## src/rtl/core/imu_angle_frame_parser_defines.svh

```systemverilog
// ----------------------------------------------------------------------------
// Assertion macros for the angle frame parser
// Shared property wrappers, clocked on clk_i.
// ----------------------------------------------------------------------------
`ifndef IMU_ANGLE_FRAME_PARSER_DEFINES_SVH
`define IMU_ANGLE_FRAME_PARSER_DEFINES_SVH

// checked only outside reset
`define IAFP_ASSERT(label, prop, msg) \
  label: assert property (@(posedge clk_i) disable iff (!rst_ni) prop) else $error(msg);

// checked at every edge, reset included
`define IAFP_ASSERT_ALWAYS(label, prop, msg) \
  label: assert property (@(posedge clk_i) prop) else $error(msg);

`endif

```

## src/rtl/core/iafp_pkg.sv

```systemverilog
// ----------------------------------------------------------------------------
// iafp_pkg
// Types and constants of the angle frame parser.
// ----------------------------------------------------------------------------
`timescale 1ns / 1ps

package iafp_pkg;

  localparam int          FRAME_LEN   = 11;
  localparam int          CNT_W       = 4;
  localparam logic [3:0]  LAST_IDX    = 4'(FRAME_LEN - 1);
  localparam logic [3:0]  YAW_LO_POS  = 4'd6;
  localparam logic [3:0]  YAW_HI_POS  = 4'd7;
  localparam logic [7:0]  START_BYTE  = 8'h55;
  localparam logic [7:0]  TYPE_RESET  = 8'h53;

  localparam int          DATA_W      = 32;
  localparam int          ADDR_W      = 3;
  // register index, taken from paddr[2]
  localparam logic        REG_FRAME_TYPE = 1'b0;

  typedef enum logic [1:0] {
    PH_HUNT    = 2'd0,
    PH_TYPE    = 2'd1,
    PH_COLLECT = 2'd2
  } phase_e;

endpackage

```

## src/rtl/core/iafp_if.sv

```systemverilog
// ----------------------------------------------------------------------------
// iafp_if
// Valid/ready channels: received bytes in, yaw results out.
// ----------------------------------------------------------------------------
`timescale 1ns / 1ps

interface iafp_byte_if;
  logic       valid;
  logic       ready;
  logic [7:0] rx_byte;

  modport source (output valid, output rx_byte, input ready);
  modport sink   (input valid, input rx_byte, output ready);
endinterface

interface iafp_yaw_if;
  logic               valid;
  logic               ready;
  logic signed [15:0] yaw_angle;

  modport source (output valid, output yaw_angle, input ready);
  modport sink   (input valid, input yaw_angle, output ready);
endinterface

```

## src/rtl/core/imu_angle_frame_parser.sv

```systemverilog
// ----------------------------------------------------------------------------
// imu_angle_frame_parser: one byte per cycle, sustained, through one parser step.
// Flow: a byte is registered in the input register, then parsed; when the checksum
// byte of a good frame is parsed, yaw is registered in the result register. Output backpressure stalls the parser step.
// Reset (async, low): hunt for start byte, sums cleared, frame_type = 0x53.
// ----------------------------------------------------------------------------
`timescale 1ns / 1ps
`include "imu_angle_frame_parser_defines.svh"

module imu_angle_frame_parser (
  input  logic                        clk_i,
  input  logic                        rst_ni,
  iafp_byte_if.sink                   rx_i,
  iafp_yaw_if.source                  yaw_o,
  input  logic                        psel_i,
  input  logic                        penable_i,
  input  logic                        pwrite_i,
  input  logic [iafp_pkg::ADDR_W-1:0] paddr_i,
  input  logic [iafp_pkg::DATA_W-1:0] pwdata_i,
  output logic [iafp_pkg::DATA_W-1:0] prdata_o,
  output logic                        pready_o
);

  logic [7:0]                  frame_type_q;
  logic                        in_valid_q;
  logic [7:0]                  in_byte_q;
  iafp_pkg::phase_e            phase_q, phase_d;
  logic [iafp_pkg::CNT_W-1:0]  cnt_q, cnt_d;
  logic [7:0]                  sum_q, sum_d;
  logic [7:0]                  yaw_lo_q, yaw_lo_d;
  logic [7:0]                  yaw_hi_q, yaw_hi_d;
  logic                        out_valid_q;
  logic signed [15:0]          yaw_q;
  logic                        advance, step, emit, cfg_wr;

  // ---- configuration ----
  assign pready_o = 1'b1;
  assign cfg_wr   = psel_i && penable_i && pwrite_i;

  always_ff @(posedge clk_i or negedge rst_ni) begin
    if (!rst_ni) begin
      frame_type_q <= iafp_pkg::TYPE_RESET;
    end else if (cfg_wr && paddr_i[2] == iafp_pkg::REG_FRAME_TYPE) begin
      frame_type_q <= pwdata_i[7:0];
    end
  end

  always_comb begin
    prdata_o = '0;
    if (paddr_i[2] == iafp_pkg::REG_FRAME_TYPE) begin
      prdata_o = {{(iafp_pkg::DATA_W-8){1'b0}}, frame_type_q};
    end
  end

  // ---- input register ----
  assign advance  = !out_valid_q || yaw_o.ready;
  assign step     = in_valid_q && advance;
  assign rx_i.ready = !in_valid_q || advance;

  always_ff @(posedge clk_i or negedge rst_ni) begin
    if (!rst_ni) begin
      in_valid_q <= 1'b0;
    end else if (rx_i.ready) begin
      in_valid_q <= rx_i.valid;
    end
  end

  always_ff @(posedge clk_i) begin
    if (rx_i.ready && rx_i.valid) begin
      in_byte_q <= rx_i.rx_byte;
    end
  end

  // ---- parser: next phase ----
  always_comb begin
    phase_d = phase_q;
    unique case (phase_q)
      iafp_pkg::PH_TYPE: begin
        if (in_byte_q == frame_type_q) phase_d = iafp_pkg::PH_COLLECT;
      end
      iafp_pkg::PH_COLLECT: begin
        if (cnt_q >= iafp_pkg::LAST_IDX) phase_d = iafp_pkg::PH_HUNT;
      end
      default: begin
        phase_d = (in_byte_q == iafp_pkg::START_BYTE) ? iafp_pkg::PH_TYPE
                                                      : iafp_pkg::PH_HUNT;
      end
    endcase
  end

  // ---- parser: count, checksum, captured bytes ----
  always_comb begin
    cnt_d    = cnt_q;
    sum_d    = sum_q;
    yaw_lo_d = yaw_lo_q;
    yaw_hi_d = yaw_hi_q;
    emit     = 1'b0;
    unique case (phase_q)
      iafp_pkg::PH_TYPE: begin
        if (in_byte_q == frame_type_q) begin
          sum_d = sum_q + in_byte_q;
          cnt_d = 4'd2;
        end
      end
      iafp_pkg::PH_COLLECT: begin
        if (cnt_q == iafp_pkg::YAW_LO_POS) yaw_lo_d = in_byte_q;
        if (cnt_q == iafp_pkg::YAW_HI_POS) yaw_hi_d = in_byte_q;
        if (cnt_q >= iafp_pkg::LAST_IDX) begin
          emit  = (sum_q == in_byte_q);
          cnt_d = '0;
          sum_d = '0;
        end else begin
          sum_d = sum_q + in_byte_q;
          cnt_d = cnt_q + 4'd1;
        end
      end
      default: begin
        if (in_byte_q == iafp_pkg::START_BYTE) begin
          sum_d = in_byte_q;
          cnt_d = 4'd1;
        end
      end
    endcase
  end

  always_ff @(posedge clk_i or negedge rst_ni) begin
    if (!rst_ni) begin
      phase_q  <= iafp_pkg::PH_HUNT;
      cnt_q    <= '0;
      sum_q    <= '0;
      yaw_lo_q <= '0;
      yaw_hi_q <= '0;
    end else if (step) begin
      phase_q  <= phase_d;
      cnt_q    <= cnt_d;
      sum_q    <= sum_d;
      yaw_lo_q <= yaw_lo_d;
      yaw_hi_q <= yaw_hi_d;
    end
  end

  // ---- result register ----
  always_ff @(posedge clk_i or negedge rst_ni) begin
    if (!rst_ni) begin
      out_valid_q <= 1'b0;
    end else if (step && emit) begin
      out_valid_q <= 1'b1;
    end else if (yaw_o.ready) begin
      out_valid_q <= 1'b0;
    end
  end

  // low and high bytes are captured at frame positions 6 and 7, before the checksum byte
  always_ff @(posedge clk_i) begin
    if (step && emit) begin
      yaw_q <= $signed({yaw_hi_d, yaw_lo_d});
    end
  end

  assign yaw_o.valid     = out_valid_q;
  assign yaw_o.yaw_angle = yaw_q;

  // ---- assertions ----
  `IAFP_ASSERT(a_result_from_collect, $rose(out_valid_q) |-> $past(phase_q == iafp_pkg::PH_COLLECT), "result not from a frame end")
  `IAFP_ASSERT_ALWAYS(a_hunt_clean, (phase_q == iafp_pkg::PH_HUNT) |-> (cnt_q == '0 && sum_q == '0), "hunt state not clean")
  `IAFP_ASSERT(a_collect_range, (phase_q == iafp_pkg::PH_COLLECT) |-> (cnt_q >= 4'd2 && cnt_q <= iafp_pkg::LAST_IDX), "byte count out of frame")
  `IAFP_ASSERT(a_stall_cause, !rx_i.ready |-> (in_valid_q && out_valid_q && !yaw_o.ready), "input stalled without cause")

endmodule

```

## src/flat_wrapper.sv

```systemverilog
// flat-port wrapper written by rule: the top's interface ports become plain ports
module imu_angle_frame_parser_flat 
  (clk_i, rst_ni, psel_i, penable_i, pwrite_i, paddr_i, pwdata_i, prdata_o, pready_o, rx_i_valid, rx_i_rx_byte, rx_i_ready, yaw_o_valid, yaw_o_yaw_angle, yaw_o_ready);
  iafp_byte_if rx_i_i ();
  iafp_yaw_if yaw_o_i ();
  input  logic clk_i;
  input  logic rst_ni;
  input  logic psel_i;
  input  logic penable_i;
  input  logic pwrite_i;
  input  logic [iafp_pkg::ADDR_W-1:0] paddr_i;
  input  logic [iafp_pkg::DATA_W-1:0] pwdata_i;
  output logic [iafp_pkg::DATA_W-1:0] prdata_o;
  output logic pready_o;
  input wire logic [$bits(rx_i_i.valid)-1:0] rx_i_valid;
  input wire logic [$bits(rx_i_i.rx_byte)-1:0] rx_i_rx_byte;
  output wire logic [$bits(rx_i_i.ready)-1:0] rx_i_ready;
  output wire logic [$bits(yaw_o_i.valid)-1:0] yaw_o_valid;
  output wire logic [$bits(yaw_o_i.yaw_angle)-1:0] yaw_o_yaw_angle;
  input wire logic [$bits(yaw_o_i.ready)-1:0] yaw_o_ready;
  assign rx_i_i.valid = rx_i_valid;
  assign rx_i_i.rx_byte = rx_i_rx_byte;
  assign rx_i_ready = rx_i_i.ready;
  assign yaw_o_valid = yaw_o_i.valid;
  assign yaw_o_yaw_angle = yaw_o_i.yaw_angle;
  assign yaw_o_i.ready = yaw_o_ready;
  imu_angle_frame_parser u_core (.clk_i(clk_i), .rst_ni(rst_ni), .rx_i(rx_i_i), .yaw_o(yaw_o_i), .psel_i(psel_i), .penable_i(penable_i), .pwrite_i(pwrite_i), .paddr_i(paddr_i), .pwdata_i(pwdata_i), .prdata_o(prdata_o), .pready_o(pready_o));
endmodule
```

## config.mk

```make
export PLATFORM = sky130hd
export DESIGN_NAME = imu_angle_frame_parser_flat
export DESIGN_NICKNAME = d
export VERILOG_FILES = /design/src/rtl/core/iafp_pkg.sv /design/src/rtl/core/iafp_if.sv /design/src/rtl/core/imu_angle_frame_parser.sv /design/src/flat_wrapper.sv
export VERILOG_INCLUDE_DIRS = /design/src /design/src/rtl/core
export SDC_FILE = /design/constraint.sdc
export NUM_CORES = 1
export LEC_CHECK = 0
export BUFFER_PORTS_ARGS = -buffer_cell sky130_fd_sc_hd__clkbuf_2
export CAP_MARGIN = 20
export CORE_AREA = 5 5 99 101
export DETAILED_ROUTE_END_ITERATION = 6
export DIE_AREA = 0 0 104 106
export PLACE_DENSITY_LB_ADDON = 0.15
export SKIP_LAST_GASP = 1
export SLEW_MARGIN = 30
export SYNTH_ARGS = -nofsm -noshare
export SYNTH_HDL_FRONTEND = slang
export SYNTH_SLANG_ARGS = --single-unit
```

## constraint.sdc

```tcl
create_clock -name clk_i -period 8.49 [get_ports clk_i]
set_input_delay 0.849 -clock clk_i [delete_from_list [all_inputs] [get_ports clk_i]]
set_output_delay 0.849 -clock clk_i [all_outputs]
set_load 0.01 [all_outputs]
```

==> summary.txt <==
Finish
  – Syn-to-layout area delta: 12.3%
  – # diodes: 0
  – Final #Nets: 383
  – Final Instance Area: 3740 um^2
  – Commonest non-fill, non-tap cell in the layout: clkbuf_2
  – Most frequent cells in the layout: 48 x clkbuf_2, 40 x mux2_2, 36 x dfrtp_1, 25 x conb_1, 24 x edfxtp_1
  – Layout cells sized above 1: 0.350
  – Fin util: 0.418

Placed design
  – Dpl cell area: 3570 um^2
  – Final HPWL DP: 4.78 mm
  – IO Port Bufs: 49
  – GPL Wtd Cong: 0.776
  – Post-Place Setup Slack: 5.37 ns

Outcome
  – Status: complete, no violations

Setup path
  – Crit path largest cell delay: 0.73 ns
  – Critical R2R Launch: u_core.yaw_o.valid
  – Worst Setup Start Kind: input port
  – Worst path top cell family by delay: simple AND/OR/NAND/NOR gates
  – Slowest cell on the critical path: and2_1
  – Arrival time worst endpoint: 2.97 ns
  – CP Class: input port to register
  – Worst Setup End Kind: register
  – Worst setup path start: yaw_o_ready
  – Worst EP required: 8.70 ns
  – Crit-path max FO: 24
  – Worst Path Buf+Inv: 1
  – Worst-path cell chain: clkbuf_2, nand2b_1, and2_1, o31ai_1, or2_1, a221o_1

Timing
  – Final worst-path setup slack: 5.73 ns
  – Worst Tran Pin Value: 0.901 ns
  – Post-route clock period utilization: 0.325
  – Fmax: 362 MHz
  – Post-route minimum period: 2.76 ns
  – Final setup fails: 0
  – Setup tns final: 0 ns
  – Worst Skew: 0.0108 ns
  – RSZ-0062 raised after global routing: false
  – Slew headroom: 0.400
  – Pins over their slew limit: 0
  – Final hold violation count: 0

Route
  – DRT iter0 DRCs: 39
  – Vias per cell: 4.83
  – Vias: 2111
  – WL per Instance: 15.5 um
  – DRC Markers: 0
  – Routed Wire Length: 6.79 mm
  – DRT Pass-1 Iters: 4
  – Routed Antenna Nets: 0

Clocking
  – Clk slew on worst S/H paths: 0.07 ns
  – Deepest level of the CTS H-tree: 3
  – Max clock buf depth: 2
  – Post-CTS Resized: 0
  – Skew-Pair Late Insertion Delay: 0.33 ns
  – Num CTS Buffers: 9
  – TritonCTS clock tree: done
  – CTS root buffer: clkbuf_8
  – Setup repair bufs after CTS: 0
  – Clock Sink Count: 64
  – Hold Buf Count CTS: 0

Global route
  – Largest net degree at the start of global routing: 41
  – Tot GR Track Use: 0.127
  – Vias in the first global route: 2106
  – First-pass GRT wire length: 11.0 mm
  – Initial antenna violation count: 0
  – Grt total ovfl: 0

Yosys
  – Largest family of logic cells by synthesized area: multiplexers
  – Syn avg cell area: 12.4 um^2
  – Synthesized area: 3330 um^2
  – Synth Register Bits: 64
  – Synth warn: 0
  – Yosys cell types: 47
  – Syn Inst Count: 269
  – XOR/XNOR Fraction of Synth Area: 0.0369
  – Synth Area in Compound Gates: 0.0809
  – Prevailing post-synth register cell: dfrtp_1
  – Ys async rst share: 0.625
  – Post-synth EDFFs: 24
  – Post-synthesis sequential area ratio: 0.519
  – Simple-Gate Fraction of Synth Area: 0.0959
  – Multiplexer share of the synthesized area: 0.140
  – Post-Synth Adder-Cell Area: 0.0474

Worst hold path
  – Hold Startpoint: u_core.sum_q[3]
  – Hold crit path type: register to register

Pwr
  – Leak: 0.00171 uW
  – Power per cell area: 187 nW/um^2
  – Worst vdd ir: 60.9 uV

Die
  – Die X: 104 um
  – Ports: 101
  – Die height: 106 um
  – Starting Density: 0.372
  – Die area: 11000 um^2
  – CORE AREA: 8930 um^2
  – Row count: 35

Flow run
  – Max cap viols: 0
## report_power, final
part	internal (uW)	switching, uW	total, uW
Sequential	343	22.6	365
Clock	104	117	221
Combinational	53.4	57.5	111
Total	500	197	697
## layer usage
metal | part of all wire | routed length (um) | up-vias | GRT usage
li1 | - | - | 1016 | -
met1 | 0.43 | 2910 | 1031 | 0.161
met2 | 0.50 | 3400 | 60 | 0.204
met3 | 0.059 | 402 | 4 | 0.0419
met4 | 0.011 | 74 | 0 | 0.0453
met5 | 0 | 0 | - | 0
## final timing paths
kind | slack [ns] | end | cells past startpoint
worst max register to register | 5.95 | u_core.sum_q[7] | 5
min in group asynchronous | 0.53 | u_core.sum_q[4] | 1
max in group asynchronous | 7.56 | u_core.yaw_lo_q[7] | 1
worst min register to register | 0.49 | u_core.sum_q[3] | 2
worst max-delay path | 5.73 | u_core.sum_q[7] | 6
worst min-delay path | 0.49 | u_core.sum_q[3] | 2
## synth_stat cells, drive strengths merged (2+ instances only)
cell / n / area (um^2)
a21oi: 7 / 38.8
a22oi: 6 / 45.0
and2: 2 / 12.5
buf: 31 / 235
conb: 2 / 7.51
dfrtp: 36 / 901
dfstp: 4 / 105
edfxtp: 24 / 721
ha: 11 / 138
inv: 5 / 18.8
mux2: 41 / 465
nand2: 19 / 71.3
nand2b: 2 / 12.5
nand3: 3 / 15.0
nand3b: 3 / 22.5
nand4bb: 2 / 22.5
nor2: 10 / 37.5
nor2b: 8 / 50.1
nor3: 4 / 20.0
nor4: 3 / 25.0
o21ai: 13 / 65.1
o31ai: 4 / 35.0
xnor2: 5 / 43.8
xor2: 9 / 78.8
## cell families after synthesis
family,Yosys count
DFF,64
and+or+nand+nor,60
muxes,41
AOI/OAI and AO/OA,39
buffers and inverters,37
xor gates and xnor gates,14
adders and majority gates,12
other,2
## worst min-delay path, cell delays in order, from the launching register on
cell,delay (ns)
dfrtp_1,0.35
nand2_1,0.05
o21ai_0,0.06
## area by class of cell
class	instances	area [um^2]
clock inverters	6	36.3
inverters	5	18.8
clock buffers	10	128
well taps	111	139
fillers	872	5200
multi-input cells	191	1430
flip-flops and latches	64	1730
repair buffers	50	255
## registers in the layout, indices dropped and copies added (netlist names)
register and flops:
u_core.in_valid_q 1, u_core.yaw_hi_q 8, u_core.in_byte_q 8, u_core.yaw_o.yaw_angle 16, u_core.yaw_lo_q 8, u_core.frame_type_q 8, u_core.cnt_q 4, u_core.sum_q 8
u_core.phase_q 2, u_core.yaw_o.valid 1
## per-stage QoR
step	power, uW	std cells	hold slack [ns]
floorplan	457	292	0.456
global placement	482	421	0.474
detailed placement	483	421	0.483
CTS	710	437	0.501
global route	738	437	0.525
finish	697	437	0.490
Power figures use the tool's default switching activity.
